==> src/rtl/core/skt_pkg.sv <==
package skt_pkg;

  localparam int CAPACITY  = 16;
  localparam int KEY_WIDTH = 32;
  localparam int IDX_W     = $clog2(CAPACITY);
  localparam int CNT_W     = $clog2(CAPACITY + 1);

  typedef logic signed [KEY_WIDTH-1:0] key_t;
  typedef logic [IDX_W-1:0]            idx_t;
  typedef logic [CNT_W-1:0]            cnt_t;

  localparam logic [1:0] REQ_INSERT = 2'd0;
  localparam logic [1:0] REQ_DELETE = 2'd1;
  localparam logic [1:0] REQ_LOOKUP = 2'd2;
  localparam logic [1:0] REQ_CLEAR  = 2'd3;

  localparam logic [1:0] ST_DONE   = 2'd0;
  localparam logic [1:0] ST_ABSENT = 2'd1;
  localparam logic [1:0] ST_FULL   = 2'd2;

endpackage

==> src/rtl/core/sorted_key_table.sv <==
// A request walks the key memory: an insert from the last key down, shifting keys up,
// a delete or lookup from the first key up; lookup hits and inserts stop early; clear and
// insert into a full table skip the walk. A result beat still waiting holds the next report.
// Requests are taken one at a time, each held by the walk through the key memory, one read
// and one write per cycle.
// Reset (rst, synchronous): table empty, no result pending; key memory is not cleared.
module sorted_key_table (
  input  logic                    clk,
  input  logic                    rst,
  input  logic                    in_valid,
  output logic                    in_ready,
  input  logic [1:0]              req_type,
  input  skt_pkg::key_t           key,
  output logic                    out_valid,
  input  logic                    out_ready,
  output logic [1:0]              status,
  output logic                    found,
  output skt_pkg::key_t           found_key,
  output skt_pkg::cnt_t           entry_count,
  output logic                    is_full
);

  localparam logic [1:0] S_IDLE   = 2'd0;
  localparam logic [1:0] S_INS    = 2'd1;
  localparam logic [1:0] S_SCAN   = 2'd2;
  localparam logic [1:0] S_REPORT = 2'd3;

  skt_pkg::key_t mem [skt_pkg::CAPACITY];
  skt_pkg::key_t rdata;

  logic [1:0]    state, state_next;
  logic [1:0]    req, req_next;
  skt_pkg::key_t key_r, key_next;
  skt_pkg::cnt_t count, count_next;
  skt_pkg::idx_t rd_ptr, rd_ptr_next;
  skt_pkg::cnt_t rd_left, rd_left_next;
  logic          pend, pend_next;
  skt_pkg::idx_t pend_idx, pend_idx_next;
  logic          hit, hit_next;
  logic [1:0]    res_status, res_status_next;

  logic          we;
  skt_pkg::idx_t wa;
  skt_pkg::key_t wd;

  always_ff @(posedge clk) begin
    if (we) begin
      mem[wa] <= wd;
    end
    rdata <= mem[rd_ptr];
  end

  assign in_ready = (state == S_IDLE);

  always_comb begin
    state_next      = state;
    req_next        = req;
    key_next        = key_r;
    count_next      = count;
    rd_ptr_next     = rd_ptr;
    rd_left_next    = rd_left;
    pend_next       = 1'b0;
    pend_idx_next   = pend_idx;
    hit_next        = hit;
    res_status_next = res_status;
    we              = 1'b0;
    wa              = pend_idx + 1'b1;
    wd              = rdata;

    unique case (state)
      S_IDLE: begin
        if (in_valid) begin
          req_next        = req_type;
          key_next        = key;
          hit_next        = 1'b0;
          res_status_next = skt_pkg::ST_DONE;
          rd_left_next    = count;
          unique case (req_type) inside
            skt_pkg::REQ_INSERT: begin
              rd_ptr_next = skt_pkg::IDX_W'(count - 1'b1);
              if (count == skt_pkg::CNT_W'(skt_pkg::CAPACITY)) begin
                res_status_next = skt_pkg::ST_FULL;
                state_next      = S_REPORT;
              end else begin
                state_next = S_INS;
              end
            end
            skt_pkg::REQ_DELETE, skt_pkg::REQ_LOOKUP: begin
              rd_ptr_next = '0;
              state_next  = S_SCAN;
            end
            default: begin
              count_next = '0;
              state_next = S_REPORT;
            end
          endcase
        end
      end

      S_INS: begin
        if (rd_left != '0) begin
          pend_next     = 1'b1;
          pend_idx_next = rd_ptr;
          rd_ptr_next   = rd_ptr - 1'b1;
          rd_left_next  = rd_left - 1'b1;
        end
        if (pend) begin
          we = 1'b1;
          wa = pend_idx + 1'b1;
          if (rdata >= key_r) begin
            wd = rdata;
          end else begin
            wd         = key_r;
            pend_next  = 1'b0;
            count_next = count + 1'b1;
            state_next = S_REPORT;
          end
        end else if (rd_left == '0) begin
          we         = 1'b1;
          wa         = '0;
          wd         = key_r;
          count_next = count + 1'b1;
          state_next = S_REPORT;
        end
      end

      S_SCAN: begin
        if (rd_left != '0) begin
          pend_next     = 1'b1;
          pend_idx_next = rd_ptr;
          rd_ptr_next   = rd_ptr + 1'b1;
          rd_left_next  = rd_left - 1'b1;
        end
        if (pend) begin
          if (hit) begin
            we = 1'b1;
            wa = pend_idx - 1'b1;
            wd = rdata;
          end else if (rdata == key_r) begin
            hit_next = 1'b1;
            if (req == skt_pkg::REQ_LOOKUP) begin
              pend_next  = 1'b0;
              state_next = S_REPORT;
            end
          end
        end else if (rd_left == '0) begin
          if (hit) begin
            count_next = count - 1'b1;
          end else begin
            res_status_next = skt_pkg::ST_ABSENT;
          end
          state_next = S_REPORT;
        end
      end

      S_REPORT: begin
        if (!out_valid || out_ready) begin
          state_next = S_IDLE;
        end
      end

      default: state_next = S_IDLE;
    endcase
  end

  always_ff @(posedge clk) begin
    if (rst) begin
      state     <= S_IDLE;
      count     <= '0;
      pend      <= 1'b0;
      out_valid <= 1'b0;
    end else begin
      state <= state_next;
      count <= count_next;
      pend  <= pend_next;
      if (state == S_REPORT && (!out_valid || out_ready)) begin
        out_valid <= 1'b1;
      end else if (out_ready) begin
        out_valid <= 1'b0;
      end
    end
  end

  always_ff @(posedge clk) begin
    req        <= req_next;
    key_r      <= key_next;
    rd_ptr     <= rd_ptr_next;
    rd_left    <= rd_left_next;
    pend_idx   <= pend_idx_next;
    hit        <= hit_next;
    res_status <= res_status_next;
    if (state == S_REPORT && (!out_valid || out_ready)) begin
      status      <= res_status;
      found       <= hit;
      found_key   <= (hit && req == skt_pkg::REQ_LOOKUP) ? key_r : '0;
      entry_count <= count;
      is_full     <= (count == skt_pkg::CNT_W'(skt_pkg::CAPACITY));
    end
  end

  a_count_bound: assert property (@(posedge clk) disable iff (rst)
    count <= skt_pkg::CNT_W'(skt_pkg::CAPACITY))
    else $error("stored count above capacity");

  a_pend_in_walk: assert property (@(posedge clk) disable iff (rst)
    pend |-> (state == S_INS || state == S_SCAN))
    else $error("read pending outside walk");

  a_full_drop: assert property (@(posedge clk) disable iff (rst)
    (out_valid && status == skt_pkg::ST_FULL) |-> is_full)
    else $error("insert dropped while table not full");

  a_found_done: assert property (@(posedge clk) disable iff (rst)
    (out_valid && found) |-> (status == skt_pkg::ST_DONE))
    else $error("found beat with bad status");

  a_key_found: assert property (@(posedge clk) disable iff (rst)
    (out_valid && found_key != '0) |-> found)
    else $error("found_key set without match");

endmodule

==> config.mk <==
export PLATFORM = sky130hd
export DESIGN_NAME = sorted_key_table
export DESIGN_NICKNAME = d
export VERILOG_FILES = /design/src/rtl/core/skt_pkg.sv /design/src/rtl/core/sorted_key_table.sv
export SDC_FILE = /design/constraint.sdc
export NUM_CORES = 1
export LEC_CHECK = 0
export ABC_AREA = 1
export ABC_CLOCK_PERIOD_IN_PS = 3900
export BUFFER_PORTS_ARGS = -buffer_cell sky130_fd_sc_hd__buf_2
export CAP_MARGIN = 10
export CORE_MARGIN = 2
export CORE_UTILIZATION = 35
export DETAILED_ROUTE_END_ITERATION = 7
export PLACE_DENSITY_LB_ADDON = 0.05
export SLEW_MARGIN = 20
export SYNTH_ARGS = -nofsm -noshare
export SYNTH_HDL_FRONTEND = slang
export SYNTH_SLANG_ARGS = --single-unit
==> constraint.sdc <==
create_clock -name clk -period 3.9 [get_ports clk]
set_input_delay 0 -clock clk [delete_from_list [all_inputs] [get_ports clk]]
set_output_delay 0 -clock clk [all_outputs]
set_load 0.02 [all_outputs]
==> load_flow_metrics.sql <==
INSERT INTO impl_metrics (metric_group, metric, value, unit) VALUES
('outcome', 'outcome', 'finished clean', ''),
('setup_path', 'cp-end-kind', 'register', ''),
('setup_path', 'critical_path_arrival', '3.51', 'ns'),
('setup_path', 'critPathKind', 'register to register', ''),
('die', 'die_w', '282.3', 'µm'),
('cts', 'cts_post_setup_buffers_inserted', '0', ''),
('setup_path', 'worstRegToRegCells', '13', ''),
('logic_synthesis', 'ys_warn_count', '0', ''),
('drt', 'antenna_left', '0', ''),
('logic_synthesis', 'post_synth_mux_area_share', '0.03582', ''),
('logic_synthesis', 'synth_common_cells', '603 x edfxtp_1, 310 x nor2_1, 161 x nand2_1', ''),
('cts', 'cts_made_buffers', '77', ''),
('logic_synthesis', 'complex_gate_fraction_of_the_synthesized_area', '0.1008', ''),
('drt', 'via_count', '17530', ''),
('logic_synthesis', 'mean_cell_area_of_the_mapped_netlist', '13.12', 'µm²'),
('sta', 'tns', '0', 'ns'),
('logic_synthesis', 'post_synth_xor_xnor_area', '0.003231', ''),
('cells_and_area', 'final_layout_size_suffix_gt1_frac', '0.1443', ''),
('die', 'core_area', '0.07708', 'mm²'),
('logic_synthesis', 'syn_nets', '2152', ''),
('cells_and_area', 'num-nets-final', '2317', ''),
('sta', 'finalSetupViolations', '0', ''),
('cts', 'ctsResizeCount', '0', ''),
('global_route', 'grt_antenna_before_repair', '1', ''),
('cts', 'clkSlewWorstSetupHoldPaths', '0.06', 'ns'),
('logic_synthesis', 'synth_async_sr_flop_share', '0', ''),
('setup_path', 'critical_path_cell_count', '13', ''),
('place', 'place_hpwl', '49.62', 'mm'),
('hold_path', 'timing.hold.worst_path_depth', '2', ''),
('logic_synthesis', 'dominant_combinational_cell_family_by_area_after_synthesis', 'compound AO/OA/AOI/OAI gates', ''),
('die', 'dieHeight', '282.3', 'µm'),
('global_route', 'first_pass_grt_wire_length', '116.4', 'mm'),
('logic_synthesis', 'most_frequently_used_cell_type_in_the_post_synthesis_netlist', 'edfxtp_1', ''),
('setup_path', 'worstSetupStartpointType', 'register', ''),
('sta', 'final.setup.worst_slack', '0.6777', 'ns'),
('pwr', 'power.static_leakage', '11.36', 'nW'),
('sta', 'period_minus_slack', '3.222', 'ns'),
('cts', 'cts_tree', 'built', ''),
('pwr', 'peakVddDrop', '0.5716', 'mV'),
('sta', 'fin_crit_sh', '0.8262', ''),
('cts', 'clock_path_buffers', '3', ''),
('sta', 'final.setup_skew', '0.02178', 'ns'),
('cts', 'clock_latency', '0.62', 'ns'),
('drt', 'drt_iter0_drc', '1712', ''),
('sta', 'rsz_0062_raised_after_global_routing', 'no', ''),
('setup_path', 'path_buf_inv', '5', ''),
('place', 'dp_slack', '0.6829', 'ns'),
('logic_synthesis', 'post_synth_fa_ha_maj_area_fraction', '0.02243', ''),
('place', 'globalplace.congestion', '0.8122', ''),
('setup_path', 'path_common_cell', 'inv_1', ''),
('logic_synthesis', 'synth_top_area_share', '0.6680', ''),
('die', 'die_area', '0.07969', 'mm²'),
('logic_synthesis', 'synth-main-ff-cell', 'edfxtp_1', ''),
('drt', 'post-route-drc-count', '0', ''),
('cts', 'numClockSinks', '644', ''),
('sta', 'final_max_slew_viol_count', '0', ''),
('die', 'rows', '102', ''),
('drt', 'drt-vias-per-instance', '5.257', ''),
('hold_path', 'holdCritPathClass', 'input port to register', ''),
('global_route', 'grt.overflow.total', '0', ''),
('die', 'initial_utilization', '0.3517', ''),
('pwr', 'power_density', '863.8', 'mW/mm²'),
('cells_and_area', 'fill_cells', '7198', ''),
('drt', 'finalWirelength', '79.56', 'mm'),
('setup_path', 'worst_ep_required_time', '4.19', 'ns'),
('logic_synthesis', 'yosysUniqueCellTypes', '46', ''),
('global_route', 'grt_use_total', '0.1988', ''),
('setup_path', 'critical-path-slowest-cell', 'edfxtp_1', ''),
('die', 'design.portCount', '81', ''),
('sta', 'transition_time_at_the_pin_with_the_least_slew_margin', '0.7753', 'ns'),
('setup_path', 'timing.critical_path.max_delay_family', 'simple AND/OR/NAND/NOR gates', '');
[kinds of logic (layout without fill, tap and decap cells)]
logic type	count (synthesis)	after routing
flip-flops	644	644
AND/OR/NAND/NOR	611	611
AO/OA/AOI/OAI	408	408
buffers and inverters	248	476
multiplexers	97	97
adder cells (fa/ha/maj)	48	48
XOR/XNOR	10	10
other	0	1
[worst register-to-register path, cell delays in order (launching register included)]
cell	delay, ns
edfxtp_1	0.41
inv_1	0.10
ha_1	0.15
inv_1	0.04
nor2_1	0.08
nand2_1	0.11
inv_1	0.17
nor2_1	0.09
nor3_1	0.40
inv_1	0.09
o21ai_1	0.34
nand2_1	0.36
nor2_4	0.20
buf_4	0.34
[layout make-up]
type / instances / area (µm²) / share of cell area
sequential: 644 / 18930 / 0.5895
multi-input combinational: 1174 / 7133 / 0.2222
clock buffer: 98 / 2087 / 0.06500
timing repair buffer: 216 / 1677 / 0.05222
tap: 1040 / 1301 / 0.04053
clock inverter: 44 / 533.0 / 0.01660
inverter: 118 / 445.4 / 0.01387
antenna: 1 / 2.502 / 0.00007794
[metrics by stage]
| stage | util | total power [mW] | hold WS, ns | cell area (µm²) |
|---|---|---|---|---|
| 2_1_floorplan | - | 15.95 | 0.06465 | 27110 |
| 3_3_place_gp | 0.3777 | 20.35 | 0.1772 | 29110 |
| 3_5_place_dp | 0.3777 | 20.44 | 0.1781 | 29110 |
| 4_1_cts | 0.4165 | 28.00 | 0.05188 | 32100 |
| 5_1_grt | 0.4165 | 29.24 | 0.07895 | 32100 |
| 6_report | 0.4165 | 27.73 | 0.09002 | 32110 |
[cells in the final DEF, fill, tap and decap left out, types with 32 or more instances in the layout]
cell type,n
ha_1,46
o21ai_0,151
inv_1,113
buf_4,86
o221ai_1,97
nand4_1,40
nand3_1,74
nand2_1,161
dlygate4sd3_1,37
a21oi_1,52
a221oi_1,32
mux2i_1,97
clkbuf_16,78
edfxtp_1,603
dfxtp_1,41
nor2_1,293
buf_2,80
[where the power goes]
group | switching (mW) | internal (mW) | total (mW) | leakage, nW
registers | 0.480 | 9.38 | 9.86 | 5.79
logic | 7.62 | 2.83 | 10.5 | 4.29
clock network | 2.93 | 4.48 | 7.42 | 1.28
total | 11.0 | 16.7 | 27.7 | 11.4
[path summary, 6_finish.rpt]
check | start | end | slack [ns]
worst min-delay path | key[8] | key_r[8] | 0.09
worst min register to register | res_status[0] | status[0] | 0.43
worst max register to register | rd_left[0] | mem[14][20] | 0.68
worst max-delay path | rd_left[0] | mem[14][20] | 0.68
[routing by layer]
metal | up-vias | wire, µm | GRT usage
li1 | 8082 | - | -
met1 | 8830 | 40520 | 0.3165
met2 | 540 | 33490 | 0.2812
met3 | 79 | 4304 | 0.02957
met4 | 0 | 1250 | 0.04748
met5 | - | 0 | 0
[state kept, by name (all words and copies together) (netlist names), 2 cells and up]
| name | count |
|---|---|
| rdata | 32 |
| key_r | 32 |
| rd_left | 5 |
| found_key | 32 |
| rd_ptr | 4 |
| pend_idx | 4 |
| count | 5 |
| status | 2 |
| entry_count | 5 |
| state | 2 |
| res_status | 2 |
| req | 2 |
| mem | 512 |
[what timing repair did]
action,CTS,global route
hold endpoints to repair,57,0
hold buffers,37,0
endpoints found under the setup margin,0,0
Power figures use the tool's default switching activity.
